$ cat config.mk
export PLATFORM = sky130hd
export DESIGN_NAME = priority_process_queue_flat
export DESIGN_NICKNAME = d
export VERILOG_FILES = /design/src/rtl/core/ppq_pkg.sv /design/src/rtl/core/ppq_req_if.sv /design/src/rtl/core/ppq_rsp_if.sv /design/src/rtl/core/ppq_ctrl.sv /design/src/rtl/core/ppq_dp.sv /design/src/rtl/core/priority_process_queue.sv /design/src/flat_wrapper.sv
export SDC_FILE = /design/constraint.sdc
export NUM_CORES = 1
export LEC_CHECK = 0
export ABC_AREA = 1
export BUFFER_PORTS_ARGS = -buffer_cell sky130_fd_sc_hd__buf_2
export CORE_MARGIN = 8
export CORE_UTILIZATION = 45
export DETAILED_ROUTE_END_ITERATION = 10
export GPL_TIMING_DRIVEN = 0
export PLACE_DENSITY = 0.59
export SYNTH_ARGS = -nofsm -noshare
export SYNTH_HDL_FRONTEND = slang
export SYNTH_SLANG_ARGS = --single-unit
export TNS_END_PERCENT = 10
$ cat constraint.sdc
create_clock -name clk -period 5.1 [get_ports clk]
set_input_delay 0.765 -clock clk [delete_from_list [all_inputs] [get_ports clk]]
set_output_delay 0.765 -clock clk [all_outputs]
set_load 0.03 [all_outputs]
$ cat src/rtl/core/ppq_pkg.sv
// ----------------------------------------------------------------------------
// ppq_pkg
// Shared types and codes for the priority process queue: request and
// status codes, controller states, and the controller/datapath link.
// ----------------------------------------------------------------------------
package ppq_pkg;

    // Request codes
    typedef enum logic [1:0] {
        REQ_INSERT  = 2'd0,
        REQ_PEEK    = 2'd1,
        REQ_RM_HEAD = 2'd2,
        REQ_RM_ID   = 2'd3
    } req_t;

    // Reply status codes
    typedef enum logic [1:0] {
        ST_OK        = 2'd0,
        ST_EMPTY     = 2'd1,
        ST_NOT_FOUND = 2'd2
    } st_t;

    // Controller states, one-hot
    typedef enum logic [3:0] {
        S_IDLE  = 4'b0001,
        S_READ  = 4'b0010,
        S_EVAL  = 4'b0100,
        S_REPLY = 4'b1000
    } state_t;

    // Controller to datapath commands
    typedef struct packed {
        logic load;   // capture request, set up scan
        logic rd;     // issue slot read
        logic eval;   // evaluate slot just read
    } cmd_t;

    // Datapath to controller status
    typedef struct packed {
        logic done;   // request finished, reply registered
    } dstat_t;

endpackage

$ cat src/rtl/core/ppq_req_if.sv
// ----------------------------------------------------------------------------
// ppq_req_if
// Request channel: valid/ready handshake with request payload.
// ----------------------------------------------------------------------------
interface ppq_req_if;
    logic       valid;
    logic       ready;
    logic [1:0] req_type;
    logic [3:0] proc_id;
    logic [7:0] prio;

    modport source (output valid, output req_type, output proc_id, output prio,
                    input ready);
    modport sink   (input valid, input req_type, input proc_id, input prio,
                    output ready);
endinterface

$ cat src/rtl/core/ppq_rsp_if.sv
// ----------------------------------------------------------------------------
// ppq_rsp_if
// Reply channel: valid/ready handshake with reply payload.
// ----------------------------------------------------------------------------
interface ppq_rsp_if;
    logic       valid;
    logic       ready;
    logic [1:0] status;
    logic [3:0] out_id;
    logic [7:0] out_prio;
    logic [4:0] queue_count;

    modport source (output valid, output status, output out_id, output out_prio,
                    output queue_count, input ready);
    modport sink   (input valid, input status, input out_id, input out_prio,
                    input queue_count, output ready);
endinterface

$ cat src/rtl/core/ppq_ctrl.sv
// ----------------------------------------------------------------------------
// ppq_ctrl
// Controller: sequences accept, slot read / evaluate loop and reply.
// ----------------------------------------------------------------------------
module ppq_ctrl (
    input  logic             clk,
    input  logic             rst_n,
    input  logic             in_valid,
    output logic             in_ready,
    output logic             out_valid,
    input  logic             out_ready,
    output ppq_pkg::cmd_t    cmd,
    input  ppq_pkg::dstat_t  stat
);

    ppq_pkg::state_t state_reg;
    ppq_pkg::state_t state_next;

    // Next state
    always_comb
    begin
        state_next = state_reg;
        case (state_reg)
            ppq_pkg::S_IDLE:
            begin
                if (in_valid)
                    state_next = ppq_pkg::S_READ;
            end
            ppq_pkg::S_READ:
                state_next = ppq_pkg::S_EVAL;
            ppq_pkg::S_EVAL:
            begin
                if (stat.done)
                    state_next = ppq_pkg::S_REPLY;
                else
                    state_next = ppq_pkg::S_READ;
            end
            ppq_pkg::S_REPLY:
            begin
                if (out_ready)
                    state_next = ppq_pkg::S_IDLE;
            end
            default:
                state_next = ppq_pkg::S_IDLE;
        endcase
    end

    // State register
    always_ff @(posedge clk or negedge rst_n)
    begin
        if (!rst_n)
            state_reg <= ppq_pkg::S_IDLE;
        else
            state_reg <= state_next;
    end

    // Handshake and commands
    assign in_ready  = (state_reg == ppq_pkg::S_IDLE);
    assign out_valid = (state_reg == ppq_pkg::S_REPLY);
    assign cmd.load  = in_ready && in_valid;
    assign cmd.rd    = (state_reg == ppq_pkg::S_READ);
    assign cmd.eval  = (state_reg == ppq_pkg::S_EVAL);

endmodule

$ cat src/rtl/core/ppq_dp.sv
// ----------------------------------------------------------------------------
// ppq_dp
// Datapath: slot memory, entry count, scan index and reply registers.
// Insert shifts entries up from the tail until the slot for the new entry
// is reached; removals scan from the head and close the gap behind a hit.
// ----------------------------------------------------------------------------
module ppq_dp #(
    parameter int QUEUE_DEPTH = 16
) (
    input  logic             clk,
    input  logic             rst_n,
    input  ppq_pkg::cmd_t    cmd,
    output ppq_pkg::dstat_t  stat,
    input  logic [1:0]       req_type,
    input  logic [3:0]       proc_id,
    input  logic [7:0]       prio,
    output logic [1:0]       status,
    output logic [3:0]       out_id,
    output logic [7:0]       out_prio,
    output logic [4:0]       queue_count
);

    localparam int AW = $clog2(QUEUE_DEPTH);
    localparam int CW = $clog2(QUEUE_DEPTH + 1);

    // Slot memory
    logic [3:0]    mem_id   [QUEUE_DEPTH];
    logic [7:0]    mem_prio [QUEUE_DEPTH];

    // Request capture (payload)
    ppq_pkg::req_t req_reg;
    logic [3:0]    id_reg;
    logic [7:0]    prio_reg;

    // Read data
    logic [3:0]    rd_id_reg;
    logic [7:0]    rd_prio_reg;

    // Control state
    logic [CW-1:0] count_reg, count_next;
    logic [CW-1:0] idx_reg, idx_next;
    logic          found_reg, found_next;
    logic [3:0]    hit_id_reg, hit_id_next;
    logic [7:0]    hit_prio_reg, hit_prio_next;

    // Reply
    ppq_pkg::st_t  st_reg, st_next;
    logic [3:0]    oid_reg, oid_next;
    logic [7:0]    opr_reg, opr_next;

    // Scan helpers
    logic [CW-1:0] idx_m1;
    logic [AW-1:0] raddr;
    logic          is_ins;
    logic          full;
    logic          empty;
    logic          last;
    logic          take;
    logic          done;
    logic          we;
    logic [AW-1:0] waddr;
    logic [3:0]    wid;
    logic [7:0]    wprio;
    logic [CW+4:0] count_ext;

    assign idx_m1 = idx_reg - CW'(1);
    assign is_ins = (req_reg == ppq_pkg::REQ_INSERT);
    assign raddr  = is_ins ? idx_m1[AW-1:0] : idx_reg[AW-1:0];
    assign full   = (count_reg == CW'(QUEUE_DEPTH));
    assign empty  = (count_reg == '0);
    assign last   = (idx_reg == count_reg - CW'(1));
    assign take   = !found_reg &&
                    ((req_reg == ppq_pkg::REQ_RM_HEAD) || (rd_id_reg == id_reg));

    // Evaluate one slot
    always_comb
    begin
        done          = 1'b0;
        we            = 1'b0;
        waddr         = idx_reg[AW-1:0];
        wid           = rd_id_reg;
        wprio         = rd_prio_reg;
        count_next    = count_reg;
        idx_next      = idx_reg;
        found_next    = found_reg;
        hit_id_next   = hit_id_reg;
        hit_prio_next = hit_prio_reg;
        st_next       = st_reg;
        oid_next      = oid_reg;
        opr_next      = opr_reg;

        if (cmd.load)
        begin
            idx_next   = (req_type == 2'(ppq_pkg::REQ_INSERT)) ? count_reg : '0;
            found_next = 1'b0;
        end
        else if (cmd.eval)
        begin
            case (req_reg)
                ppq_pkg::REQ_INSERT:
                begin
                    if (full)
                    begin
                        done     = 1'b1;
                        st_next  = ppq_pkg::ST_NOT_FOUND;
                        oid_next = '0;
                        opr_next = '0;
                    end
                    else if ((idx_reg == '0) || !(rd_prio_reg < prio_reg))
                    begin
                        // slot found: place the new entry
                        done       = 1'b1;
                        we         = 1'b1;
                        wid        = id_reg;
                        wprio      = prio_reg;
                        count_next = count_reg + CW'(1);
                        st_next    = ppq_pkg::ST_OK;
                        oid_next   = id_reg;
                        opr_next   = prio_reg;
                    end
                    else
                    begin
                        // lower priority: move it up one slot
                        we       = 1'b1;
                        idx_next = idx_m1;
                    end
                end
                ppq_pkg::REQ_PEEK:
                begin
                    done = 1'b1;
                    if (empty)
                    begin
                        st_next  = ppq_pkg::ST_EMPTY;
                        oid_next = '0;
                        opr_next = '0;
                    end
                    else
                    begin
                        st_next  = ppq_pkg::ST_OK;
                        oid_next = rd_id_reg;
                        opr_next = rd_prio_reg;
                    end
                end
                ppq_pkg::REQ_RM_HEAD,
                ppq_pkg::REQ_RM_ID:
                begin
                    if (empty)
                    begin
                        done     = 1'b1;
                        st_next  = ppq_pkg::ST_EMPTY;
                        oid_next = '0;
                        opr_next = '0;
                    end
                    else
                    begin
                        if (take)
                        begin
                            found_next    = 1'b1;
                            hit_id_next   = rd_id_reg;
                            hit_prio_next = rd_prio_reg;
                        end
                        else if (found_reg)
                        begin
                            // close the gap behind the hit
                            we    = 1'b1;
                            waddr = idx_m1[AW-1:0];
                        end

                        if (last)
                        begin
                            done = 1'b1;
                            if (found_reg || take)
                            begin
                                count_next = count_reg - CW'(1);
                                st_next    = ppq_pkg::ST_OK;
                                oid_next   = take ? rd_id_reg : hit_id_reg;
                                opr_next   = take ? rd_prio_reg : hit_prio_reg;
                            end
                            else
                            begin
                                st_next  = ppq_pkg::ST_NOT_FOUND;
                                oid_next = '0;
                                opr_next = '0;
                            end
                        end
                        else
                        begin
                            idx_next = idx_reg + CW'(1);
                        end
                    end
                end
                default:
                    done = 1'b1;
            endcase
        end
    end

    // Control registers
    always_ff @(posedge clk or negedge rst_n)
    begin
        if (!rst_n)
        begin
            count_reg <= '0;
            idx_reg   <= '0;
            found_reg <= 1'b0;
        end
        else
        begin
            count_reg <= count_next;
            idx_reg   <= idx_next;
            found_reg <= found_next;
        end
    end

    // Payload registers
    always_ff @(posedge clk)
    begin
        if (cmd.load)
        begin
            req_reg  <= ppq_pkg::req_t'(req_type);
            id_reg   <= proc_id;
            prio_reg <= prio;
        end
        hit_id_reg   <= hit_id_next;
        hit_prio_reg <= hit_prio_next;
        st_reg       <= st_next;
        oid_reg      <= oid_next;
        opr_reg      <= opr_next;
    end

    // Slot memory: one write, one registered read
    always_ff @(posedge clk)
    begin
        if (we)
        begin
            mem_id[waddr]   <= wid;
            mem_prio[waddr] <= wprio;
        end
        if (cmd.rd)
        begin
            rd_id_reg   <= mem_id[raddr];
            rd_prio_reg <= mem_prio[raddr];
        end
    end

    // Outputs
    assign count_ext   = {5'b0, count_reg};
    assign stat.done   = done;
    assign status      = st_reg;
    assign out_id      = oid_reg;
    assign out_prio    = opr_reg;
    assign queue_count = count_ext[4:0];

endmodule

$ cat src/rtl/core/priority_process_queue.sv
// ----------------------------------------------------------------------------
// priority_process_queue
// Ready queue of process identifiers in descending priority order, FIFO
// among equal priorities; insert, peek, remove-head and remove-by-id.
//
//   channel | dir | payload                                  | handshake
//   --------+-----+------------------------------------------+-----------
//   req     | in  | req_type[1:0] proc_id[3:0] prio[7:0]     | valid/ready
//   rsp     | out | status[1:0] out_id[3:0] out_prio[7:0]    | valid/ready
//           |     | queue_count[4:0]                         |
//
// One request at a time. Each slot visit is a slot read (S_READ) followed
// by an evaluate (S_EVAL); empty, full, peek and insert-at-tail requests
// visit one slot, longer scans up to QUEUE_DEPTH slots, between the accept
// in S_IDLE and the reply in S_REPLY. The reply is held until taken; a new
// request is accepted the cycle after the reply transfer. Reset empties
// the queue at once; slot contents are never cleared.
// ----------------------------------------------------------------------------
module priority_process_queue #(
    parameter int QUEUE_DEPTH = 16
) (
    input  logic          clk,
    input  logic          rst_n,
    ppq_req_if.sink       req,
    ppq_rsp_if.source     rsp
);

    ppq_pkg::cmd_t   cmd;
    ppq_pkg::dstat_t stat;

    ppq_ctrl u_ctrl (
        .clk       (clk),
        .rst_n     (rst_n),
        .in_valid  (req.valid),
        .in_ready  (req.ready),
        .out_valid (rsp.valid),
        .out_ready (rsp.ready),
        .cmd       (cmd),
        .stat      (stat)
    );

    ppq_dp #(
        .QUEUE_DEPTH (QUEUE_DEPTH)
    ) u_dp (
        .clk         (clk),
        .rst_n       (rst_n),
        .cmd         (cmd),
        .stat        (stat),
        .req_type    (req.req_type),
        .proc_id     (req.proc_id),
        .prio        (req.prio),
        .status      (rsp.status),
        .out_id      (rsp.out_id),
        .out_prio    (rsp.out_prio),
        .queue_count (rsp.queue_count)
    );

    // Only one request in flight
    a_one_item: assert property (@(posedge clk) disable iff (!rst_n)
        rsp.valid |-> !req.ready)
        else $error("request accepted while reply pending");

    // Every evaluate follows a slot read
    a_eval_after_read: assert property (@(posedge clk) disable iff (!rst_n)
        cmd.eval |-> $past(cmd.rd))
        else $error("evaluate without preceding read");

    // Accepted request never replies in the next cycle
    a_no_early_reply: assert property (@(posedge clk) disable iff (!rst_n)
        (req.valid && req.ready) |=> !rsp.valid)
        else $error("reply too early");

    // Failed replies carry zero identifier and priority
    a_fail_zero: assert property (@(posedge clk) disable iff (!rst_n)
        (rsp.valid && (rsp.status != 2'(ppq_pkg::ST_OK)))
            |-> ((rsp.out_id == '0) && (rsp.out_prio == '0)))
        else $error("non-ok reply with payload");

    // Status code is legal
    a_status_legal: assert property (@(posedge clk) disable iff (!rst_n)
        rsp.valid |-> ((rsp.status == 2'(ppq_pkg::ST_OK)) ||
                       (rsp.status == 2'(ppq_pkg::ST_EMPTY)) ||
                       (rsp.status == 2'(ppq_pkg::ST_NOT_FOUND))))
        else $error("illegal status code");

endmodule
$ cat src/flat_wrapper.sv
// flat-port wrapper written by rule: the top's interface ports become plain ports
module priority_process_queue_flat 
#(
    parameter int QUEUE_DEPTH = 16
)
  (clk, rst_n, req_valid, req_req_type, req_proc_id, req_prio, req_ready, rsp_valid, rsp_status, rsp_out_id, rsp_out_prio, rsp_queue_count, rsp_ready);
  ppq_req_if req_i ();
  ppq_rsp_if rsp_i ();
  input  logic clk;
  input  logic rst_n;
  input wire logic [$bits(req_i.valid)-1:0] req_valid;
  input wire logic [$bits(req_i.req_type)-1:0] req_req_type;
  input wire logic [$bits(req_i.proc_id)-1:0] req_proc_id;
  input wire logic [$bits(req_i.prio)-1:0] req_prio;
  output wire logic [$bits(req_i.ready)-1:0] req_ready;
  output wire logic [$bits(rsp_i.valid)-1:0] rsp_valid;
  output wire logic [$bits(rsp_i.status)-1:0] rsp_status;
  output wire logic [$bits(rsp_i.out_id)-1:0] rsp_out_id;
  output wire logic [$bits(rsp_i.out_prio)-1:0] rsp_out_prio;
  output wire logic [$bits(rsp_i.queue_count)-1:0] rsp_queue_count;
  input wire logic [$bits(rsp_i.ready)-1:0] rsp_ready;
  assign req_i.valid = req_valid;
  assign req_i.req_type = req_req_type;
  assign req_i.proc_id = req_proc_id;
  assign req_i.prio = req_prio;
  assign req_ready = req_i.ready;
  assign rsp_valid = rsp_i.valid;
  assign rsp_status = rsp_i.status;
  assign rsp_out_id = rsp_i.out_id;
  assign rsp_out_prio = rsp_i.out_prio;
  assign rsp_queue_count = rsp_i.queue_count;
  assign rsp_i.ready = rsp_ready;
  priority_process_queue #(.QUEUE_DEPTH(QUEUE_DEPTH)) u_core (.clk(clk), .rst_n(rst_n), .req(req_i), .rsp(rsp_i));
endmodule
==> impl_metrics.csv, run 1 <==
group,metric,value,unit
run_status,status,"finished, final reports clean",
clock_tree,cts.sinks,259,
synthesis,yosysSeqAreaShare,66.4,%
critical_path,cpPeakStageDelay,990,ps
clock_tree,cts_htree_levels,1,
route,first_pass_iters,5,
synthesis,ys_ff_latch,259,
clock_tree,post_cts_buffers,0,
critical_path,crit_path_start_kind,"register",
cells_and_area,stdcell_count,1428,
global_route,grt_overflow,0,
clock_tree,ctsLongestPathBuffers,3,
timing,finClkSkew,25.6,ps
clock_tree,clock_latency,560,ps
global_route,grt_pass1_vias,7529,
timing,rsz0062_at_grt,"false",
floorplanning,die_x,177,microns
cells_and_area,nets,1109,
cells_and_area,largest_reg_flops,128,
critical_path,critPathMaxFanout,12,
clock_tree,root_buffer,"clkbuf_16",
clock_tree,cts_buffers,28,
clock_tree,clk_pin_slew,60,ps
hold_path,hp-class,"primary input to async pin",
route,vias,7785,
power,p_per_area,562,nW/um^2
global_route,grtUsageTotal,19.3,%
clock_tree,cts.repair.resized,0,
synthesis,ys_types,40,
placement,dp_cells,1380,
global_route,use_met2,30.6,%
timing,worst_pin_slew,1350,ps
power,ir_worst_vdd,356,uV
critical_path,crit_arrival,3470,ps
synthesis,synth-warning-count,0,
synthesis,synth_area_per_cell,11.5,sq um
floorplanning,start_util,45.9,%
route,drc,0,
placement,io_buffers,38,
route,viasPerCell,5.45,
route,ant_nets,0,
floorplanning,die_area,31200,sq um
global_route,grt_pass1_wl,46.0,mm
synthesis,synthCells,1010,
timing,fin_crit,3300,ps
timing,tns,0,ps
job,drv_cap,0,
floorplanning,std_cell_rows,58,
route,drtIter0Drc,699,
timing,slew_viol_final,0,
critical_path,rrSetupSlack,1800,ps
critical_path,crit_slowest_cell,"nor2_1",
synthesis,syn_area,11600,sq um
timing,fin_crit_sh,64.8,%
critical_path,required,5270,ps
timing,slew-limit-headroom,9.46,%
floorplanning,ioPinCount,39,
cells_and_area,top_register,"u_core.u_dp.mem_prio",
floorplanning,die-height,177,microns
global_route,gr-usage-met3,3.10,%
global_route,grt_max_degree,22,
power,power_leakage,4.95,nW
clock_tree,cts_tree,"built",
timing,setup_ws,1800,ps
critical_path,cp_cell_sequence,"inv_1 > ha_1 > nand3_4 > nand2_2 > inv_2 > nand2_4 > nor2_8 > nand2_1 > o21ai_2 > nand3_1 > nor2_1",
cells_and_area,top_regs,"u_core.u_dp.mem_prio: 128 flops, u_core.u_dp.mem_id: 64 flops",
timing,hold_violations,0,
placement,gp_congestion,0.900,
timing,setup_viol,0,
global_route,grt_util_met1,26.5,%
floorplanning,fp.coreArea,25300,sq um
global_route,antenna_found_initial,1,
cells_and_area,antenna_cells,0,
cells_and_area,area_growth,12.8,%
route,wire_per_inst,21.0,microns
critical_path,worstSetupPathType,"register to register",
timing,timing.fmax,303,MHz
placement,pre_cts_ws,1740,ps
clock_tree,ctsHoldBuffers,0,
cells_and_area,drive_above_1_share,14.9,%
route,drt-total-wl,29.9,mm
critical_path,endpoint_kind,"register",
placement,dpl.hpwl,20.3,mm
synthesis,syn_nets,1039,
global_route,grt-busiest-layer,"met2",
[placed cells by master, fill, tap and decap left out, drive strengths merged]
| master | n |
|---|---|
| dfstp | 1 |
| edfxtp | 244 |
| inv | 84 |
| nor3 | 1 |
| nand3 | 97 |
| clkinvlp | 1 |
| xor2 | 9 |
| clkinv | 11 |
| buf | 84 |
| nor2 | 84 |
| a211oi | 1 |
| o22ai | 4 |
| nor4 | 4 |
| ha | 11 |
| a21boi | 1 |
| clkbuf | 40 |
| a21oi | 8 |
| dfrtp | 14 |
| o21bai | 11 |
| o211ai | 64 |
| o21ai | 119 |
| nand2 | 188 |
| nand4 | 2 |
| bufinv | 1 |
| or2 | 14 |
[worst max-delay path, delay by kind of cell, from the launching register on]
kind,cells,cell delay (ps)
simple gates,7,1770
buf+inv,2,250
compound gates,1,120
flops,1,450
fa+ha+maj,1,310
[layer usage]
metal  share of wire, %  routed length [microns]
met1                 44                    13100
met3                7.5                     2250
met4                4.1                     1230
met5                  0                        0
met2                 45                    13400
[power by group]
part           switching, W  internal [W]  total, W
logic               0.00195      0.000854   0.00281
registers         0.0000986       0.00258   0.00268
clock network      0.000808       0.00106   0.00187
total               0.00286       0.00449   0.00735
[stage by stage]
stage	instance area (sq um)	total power, W	hold slack (ps)	util, %
CTS	13100	0.00736	125	51.8
floorplan	11600	0.00453	455	-
global placement	12200	0.00546	473	48.3
global route	13100	0.00775	151	51.8
detailed placement	12200	0.00550	497	48.5
finish	13100	0.00735	133	51.8
[final timing paths]
path | end | startpoint | cells after the start
max | u_core.u_dp.mem_prio[9][7]$_DFFE_PP_ | u_core.u_dp.queue_count[0]$_DFFE_PN0P_ | 11
min in group clk | u_core.u_dp.prio_reg[3]$_DFFE_PP_ | req_prio[3] | 1
min | u_core.u_dp.queue_count[0]$_DFFE_PN0P_ | rst_n | 1
max reg2reg | u_core.u_dp.mem_prio[9][7]$_DFFE_PP_ | u_core.u_dp.queue_count[0]$_DFFE_PN0P_ | 11
min reg2reg | u_core.u_ctrl.state_reg[2]$_DFFE_PN0P_ | u_core.u_ctrl.state_reg[3]$_DFFE_PN0P_ | 1
max in group asynchronous | u_core.u_ctrl.state_reg[0]$_DFFE_PN1P_ | rst_n | 1
[final cells by class]
| class | count | area, sq um |
|---|---|---|
| plain buffers | 49 | 338 |
| fillers | 2276 | 12200 |
| inverters | 84 | 320 |
| repair buffers | 40 | 205 |
| multi-input cells | 618 | 3260 |
| flip-flops and latches | 259 | 7700 |
| clock buffers | 35 | 727 |
| clock inverters | 13 | 111 |
| well taps | 330 | 413 |
[synth_stat cells, drive strengths merged]
cell | instances | area [sq um]
a211oi | 1 | 7.51
a21boi | 1 | 11.3
a21oi | 8 | 43.8
buf | 44 | 318
clkbuf | 5 | 20.0
dfrtp | 14 | 350
dfstp | 1 | 26.3
edfxtp | 244 | 7330
ha | 11 | 138
inv | 84 | 320
nand2 | 188 | 733
nand3 | 97 | 513
nand4 | 2 | 12.5
nor2 | 84 | 363
nor3 | 1 | 5.00
nor4 | 4 | 25.0
o211ai | 64 | 480
o21ai | 119 | 611
o21bai | 11 | 82.6
o22ai | 4 | 25.0
or2 | 14 | 87.6
xor2 | 9 | 97.6
[kinds of logic (layout without fill, tap and decap cells)]
logic type                 after synthesis  after routing  share of synthesized area, %
adders and majority gates               11             11                          1.19
xor gates and xnor gates                 9              9                         0.842
buffers and inverters                  133            221                          5.67
DFF                                    259            259                          66.4
and+or+nand+nor                        390            390                          15.0
AOI/OAI and AO/OA                      208            208                          10.9
No activity file was read; power rests on OpenSTA's default activity.
==> run 2: changes to the inputs <==
- ABC_AREA: 1 -> 0
- clock period: 5.1 -> 3.35 ns (I/O delays scaled with it)
==> impl_metrics.csv, run 2 <==
group,metric,value,unit
synthesis,synth-warning-count,0,
placement,gp_congestion,0.881,
cells_and_area,final_common_cell,"edfxtp_1",
route,viasPerCell,5.74,
synthesis,synth.area.top_cells,"edfxtp_1, mux4_2, mux2i_1, dfrtp_1, mux2_2",
timing,rsz0062_at_grt,"true",
clock_tree,clk_pin_slew,60,ps
clock_tree,cts_htree_levels,1,
synthesis,synthMostInstantiatedCell,"edfxtp_1",
clock_tree,root_buffer,"clkbuf_16",
floorplanning,die-height,174,microns
critical_path,crit_arrival,3490,ps
cells_and_area,mostFrequentLayoutCells,"edfxtp_1, mux4_2, buf_2",
timing,fin_crit,3250,ps
synthesis,ys_types,76,
placement,dpl.hpwl,16.6,mm
timing,worst_pin_slew,1090,ps
synthesis,syn_nets,661,
synthesis,synthCells,632,
power,ir_worst_vdd,404,uV
cells_and_area,drive_above_1_share,33.9,%
route,drc,0,
cells_and_area,top_register,"u_core.u_dp.mem_prio",
synthesis,synth-async-reset-ratio,5.79,%
hold_path,whs_path_depth,1,
cells_and_area,antenna_cells,0,
cells_and_area,utilization,52.8,%
route,drt-total-wl,24.9,mm
critical_path,required,3590,ps
cells_and_area,stdcell_count,1056,
placement,dp_cells,1002,
global_route,grtUsageTotal,16.4,%
clock_tree,clock_latency,540,ps
synthesis,synth_edf_count,244,
global_route,grt_pass1_vias,6298,
global_route,grt_pass1_wl,38.4,mm
synthesis,ys.flop_type,"edfxtp_1",
critical_path,rr_worst_depth,9,
timing,slew_viol_final,0,
floorplanning,die_x,174,microns
clock_tree,ctsLongestPathBuffers,3,
clock_tree,cts_tree,"built",
power,power_leakage,4.53,nW
run_status,status,"finished, final reports clean",
cells_and_area,area_growth,16.7,%
hold_path,hp-class,"primary input to register",
cells_and_area,top_regs,"u_core.u_dp.mem_prio: 128 flops, u_core.u_dp.mem_id: 64 flops",
synthesis,yosysTopAreaCell,"edfxtp_1",
timing,finClkSkew,23.3,ps
timing,hold_violations,0,
critical_path,crit_path_start_kind,"register",
global_route,antenna_found_initial,0,
floorplanning,fp.coreArea,24900,sq um
cells_and_area,largest_reg_flops,128,
timing,fin_crit_sh,97.1,%
route,wire_per_inst,23.6,microns
timing,setup_viol,0,
placement,io_buffers,38,
timing,slew-limit-headroom,26.4,%
synthesis,syn_area,11300,sq um
floorplanning,std_cell_rows,58,
timing,timing.fmax,307,MHz
global_route,grt_overflow,0,
synthesis,ys_ff_latch,259,
critical_path,worstSetupPathType,"register to register",
route,drtIter0Drc,452,
power,p_per_area,808,nW/um^2
clock_tree,cts_buffers,27,
floorplanning,start_util,45.3,%
cells_and_area,nets,734,
floorplanning,ioPinCount,39,
floorplanning,die_area,30400,sq um
clock_tree,cts.sinks,259,
synthesis,yosys-top-cells-count,"edfxtp_1, mux4_2, mux2i_1",
critical_path,endpoint_kind,"register",
synthesis,synth_area_per_cell,17.8,sq um
synthesis,synth_top_area_share,65.0,%
global_route,grt_max_degree,22,
route,first_pass_iters,6,
critical_path,critPathMaxFanout,16,
route,vias,6065,
job,drv_cap,0,
route,ant_nets,0,
synthesis,yosysSeqAreaShare,68.4,%
==> run 2: cell count changes in the layout (fill, tap and decap cells not counted), sizes merged, moves of 26 or more <==
cell	previous run	this run
nand2	188	15
o21ai	119	6
mux4	0	48
nand3	97	9
nor2	84	35
o211ai	64	4
mux2i	0	37
buf	84	58
inv	84	23
==> run 2: critical path: stages (launching register included) <==
cell	delay [ps]
dfrtp_1	460
clkbuf_2	240
inv_1	190
ha_2	310
or3b_1	440
nor2_1	180
a211oi_2	110
a21oi_4	300
buf_4	290
mux2_4	420
==> run 2: worst paths after layout <==
check                                                 startpoint                                endpoint  slack, ps
max                           u_core.u_dp.idx_reg[0]$_DFFE_PN0P_   u_core.u_dp.mem_prio[10][6]$_DFFE_PP_        100
min                                                  req_prio[3]       u_core.u_dp.prio_reg[3]$_DFFE_PP_        140
max reg2reg                   u_core.u_dp.idx_reg[0]$_DFFE_PN0P_   u_core.u_dp.mem_prio[10][6]$_DFFE_PP_        100
min reg2reg                u_core.u_dp.hit_prio_reg[7]$_DFFE_PP_   u_core.u_dp.hit_prio_reg[7]$_DFFE_PP_        580
max in group asynchronous                                  rst_n  u_core.u_ctrl.state_reg[0]$_DFFE_PN1P_       2610
min in group asynchronous                                  rst_n       u_core.u_dp.found_reg$_DFFE_PN0P_        420
==> run 2: per-stage QoR <==
step / total power [W] / hold WS, ps / TNS, ps / setup WS, ps / cell area (sq um)
3_5_place_dp: 0.00749 / 442 / -111730 / -492 / 11900
2_1_floorplan: 0.00652 / 207 / 0 / 288 / 11300
5_1_grt: 0.0111 / 124 / -935 / -33.0 / 13100
4_1_cts: 0.0106 / 115 / -13170 / -275 / 12900
3_3_place_gp: 0.00742 / 439 / -92430 / -397 / 11900
6_report: 0.0106 / 138 / 0 / 97.3 / 13100
==> run 2: logic make-up (layout without fill, tap and decap cells) <==
group                    after synthesis  after routing  synth area share, %
AO/OA/AOI/OAI                         77             77                 5.62
adder cells (fa/ha/maj)               11             11                 1.22
AND/OR/NAND/NOR                      106            106                 5.52
XOR/XNOR                              19             19                 1.54
buffers and inverters                 50            144                 2.36
flip-flops                           259            259                 68.4
multiplexers                         110            110                 15.4
==> run 2: power breakdown <==
group / leakage, nW / switching [W] / total [W] / internal [W]
registers: 2.39 / 0.000167 / 0.00409 / 0.00392
clock network: 0.448 / 0.00122 / 0.00310 / 0.00187
logic: 1.69 / 0.00197 / 0.00344 / 0.00147
==> run 2: final cells by class <==
class,count,area [sq um]
multi-input combinational,323,3550
tap,330,413
inverter,20,75.1
timing repair buffer,44,279
clock inverter,19,235
clock buffer,31,691
fill,1968,11700
buffer,30,204
sequential,259,7700
==> run 2: timing repair <==
action | in CTS | in global routing
gates resized for setup | 25 | 44
setup buffers | 0 | 3
hold endpoints to repair | 14 | 0
pin swaps | 0 | 7
setup endpoints to repair | 385 | 348
hold buffers | 1 | 0
==> run 2: per-layer routing <==
metal / global-route usage [%] / wire length [microns] / up-vias / share of wire, %
met5: 0 / 0 / - / 0
met4: 4.49 / 518 / 0 / 2.1
li1: - / - / 2718 / -
met2: 27.7 / 12400 / 180 / 50
met3: 2.65 / 1350 / 36 / 5.4
met1: 21.7 / 10600 / 3131 / 43
==> run 3: changes to the inputs <==
- CORE_MARGIN: 8 -> default
- CTS_CLUSTER_DIAMETER: default -> 40
==> impl_metrics.csv, run 3 (synthesis gave the netlist of run 2 again) <==
group,metric,value,unit
cells_and_area,top_regs,"u_core.u_dp.mem_prio: 128 flops, u_core.u_dp.mem_id: 64 flops",
cells_and_area,utilization,54.8,%
timing,fin_crit,3290,ps
route,wire_per_inst,23.8,microns
floorplanning,fp.coreArea,24500,sq um
clock_tree,cts_htree_levels,2,
timing,whs,167,ps
critical_path,critPathMaxFanout,12,
cells_and_area,antenna_cells,0,
global_route,grt_max_degree,22,
placement,io_buffers,38,
route,drc,0,
critical_path,cp_cell_sequence,"clkbuf_1 > inv_1 > ha_1 > or4b_4 > nand4_2 > nor4b_1 > a21o_1 > a21oi_1 > a21oi_2",
global_route,antenna_found_initial,0,
critical_path,cpPeakStageDelay,720,ps
timing,fin_crit_sh,98.2,%
global_route,grt_pass1_vias,6378,
run_status,status,"finished, final reports clean",
clock_tree,cts_buffers,39,
floorplanning,die_x,160,microns
critical_path,worstSetupPathType,"register to register",
timing,timing.fmax,304,MHz
global_route,grtUsageTotal,20.3,%
route,ant_nets,0,
power,power_leakage,4.66,nW
critical_path,critical_path.top_delay_family,"compound AO/OA/AOI/OAI gates",
global_route,grt_overflow,0,
job,drv_cap,0,
route,first_pass_iters,6,
power,p_per_area,850,nW/um^2
hold_path,hp-class,"primary input to register",
floorplanning,ioPinCount,39,
timing,slew_viol_final,0,
clock_tree,clock_latency,520,ps
route,viasPerCell,5.79,
floorplanning,start_util,46.1,%
timing,slew-limit-headroom,29.8,%
floorplanning,std_cell_rows,57,
cells_and_area,top_register,"u_core.u_dp.mem_prio",
clock_tree,root_buffer,"clkbuf_16",
critical_path,crit_arrival,3420,ps
timing,finClkSkew,30.5,ps
clock_tree,cts_tree,"built",
timing,worst_pin_slew,1040,ps
cells_and_area,largest_reg_flops,128,
timing,hold_violations,0,
critical_path,endpoint_kind,"register",
timing,setup_viol,0,
floorplanning,die_area,25700,sq um
power,ir_worst_vdd,385,uV
placement,gp_congestion,0.876,
floorplanning,die-height,160,microns
route,drtIter0Drc,514,
global_route,grt_pass1_wl,38.8,mm
critical_path,crit_path_start_kind,"register",
clock_tree,ctsLongestPathBuffers,3,
route,drt-total-wl,25.4,mm
cells_and_area,mostFrequentLayoutCells,"edfxtp_1, mux4_2, buf_2",
timing,rsz0062_at_grt,"true",
cells_and_area,nets,746,
cells_and_area,final_common_cell,"edfxtp_1",
critical_path,required,3480,ps
critical_path,critPathBufInv,2,
route,vias,6174,
critical_path,crit_slowest_cell,"a21oi_2",
cells_and_area,area_growth,18.9,%
cells_and_area,drive_above_1_share,34.6,%
clock_tree,clk_pin_slew,50,ps
clock_tree,cts.sinks,259,
placement,dpl.hpwl,16.2,mm
[run 3: metal layers]
metal  share of wire, %  global-route usage, %  up-vias
li1                   -                      -     2761
met1                 43                   26.8     3170
met2                 50                   34.6      201
met3                4.7                   3.27       42
met4                2.2                   6.28        0
met5                  0                      0        -
[run 3: power breakdown]
group / switching [W] / internal (W) / leakage, nW
Clock: 0.00145 / 0.00238 / 0.580
Sequential: 0.000165 / 0.00392 / 2.39
Combinational: 0.00198 / 0.00148 / 1.68
Total: 0.00360 / 0.00778 / 4.66
[run 3: final timing paths]
path,depth (start not counted),from,endpoint,slack (ps)
setup / recovery,9,u_core.u_dp.queue_count[0]$_DFFE_PN0P_,u_core.u_dp.mem_id[13][3]$_DFFE_PP_,60
hold / removal,1,req_proc_id[2],u_core.u_dp.id_reg[2]$_DFFE_PP_,170
setup reg to reg,9,u_core.u_dp.queue_count[0]$_DFFE_PN0P_,u_core.u_dp.mem_id[13][3]$_DFFE_PP_,60
hold reg to reg,1,u_core.u_dp.hit_prio_reg[1]$_DFFE_PP_,u_core.u_dp.hit_prio_reg[1]$_DFFE_PP_,580
max in group asynchronous,2,rst_n,u_core.u_ctrl.state_reg[0]$_DFFE_PN1P_,2590
min in group asynchronous,2,rst_n,u_core.u_dp.found_reg$_DFFE_PN0P_,450
[run 3: what timing repair did]
action                                 4_1_cts  5_1_grt
hold buffers                                 1        0
endpoints found under the hold margin       14        0
buffers inserted                             0        3
setup endpoints to repair                  390      350
pin swaps                                    0        4
resized for setup                           26       33
[run 3: per-stage QoR]
step / setup TNS (ps) / instance area [sq um] / total power [W] / setup WS [ps] / std cells
6_report: 0 / 13400 / 0.0114 / 58.8 / 1066
5_1_grt: -7170 / 13400 / 0.0119 / -154 / 1066
4_1_cts: -15970 / 13200 / 0.0114 / -359 / 1063
3_5_place_dp: -115500 / 11900 / 0.00749 / -587 / 996
3_3_place_gp: -102450 / 11900 / 0.00743 / -496 / 994
2_1_floorplan: 0 / 11300 / 0.00652 / 288 / 632
[run 3: cell type report]
type	count	area, sq um
inverters	20	75.1
multi-input cells	323	3500
fillers	1907	11100
repair buffers	44	279
flip-flops and latches	259	7700
clock inverters	22	226
well taps	324	405
clock buffers	44	995
plain buffers	30	206
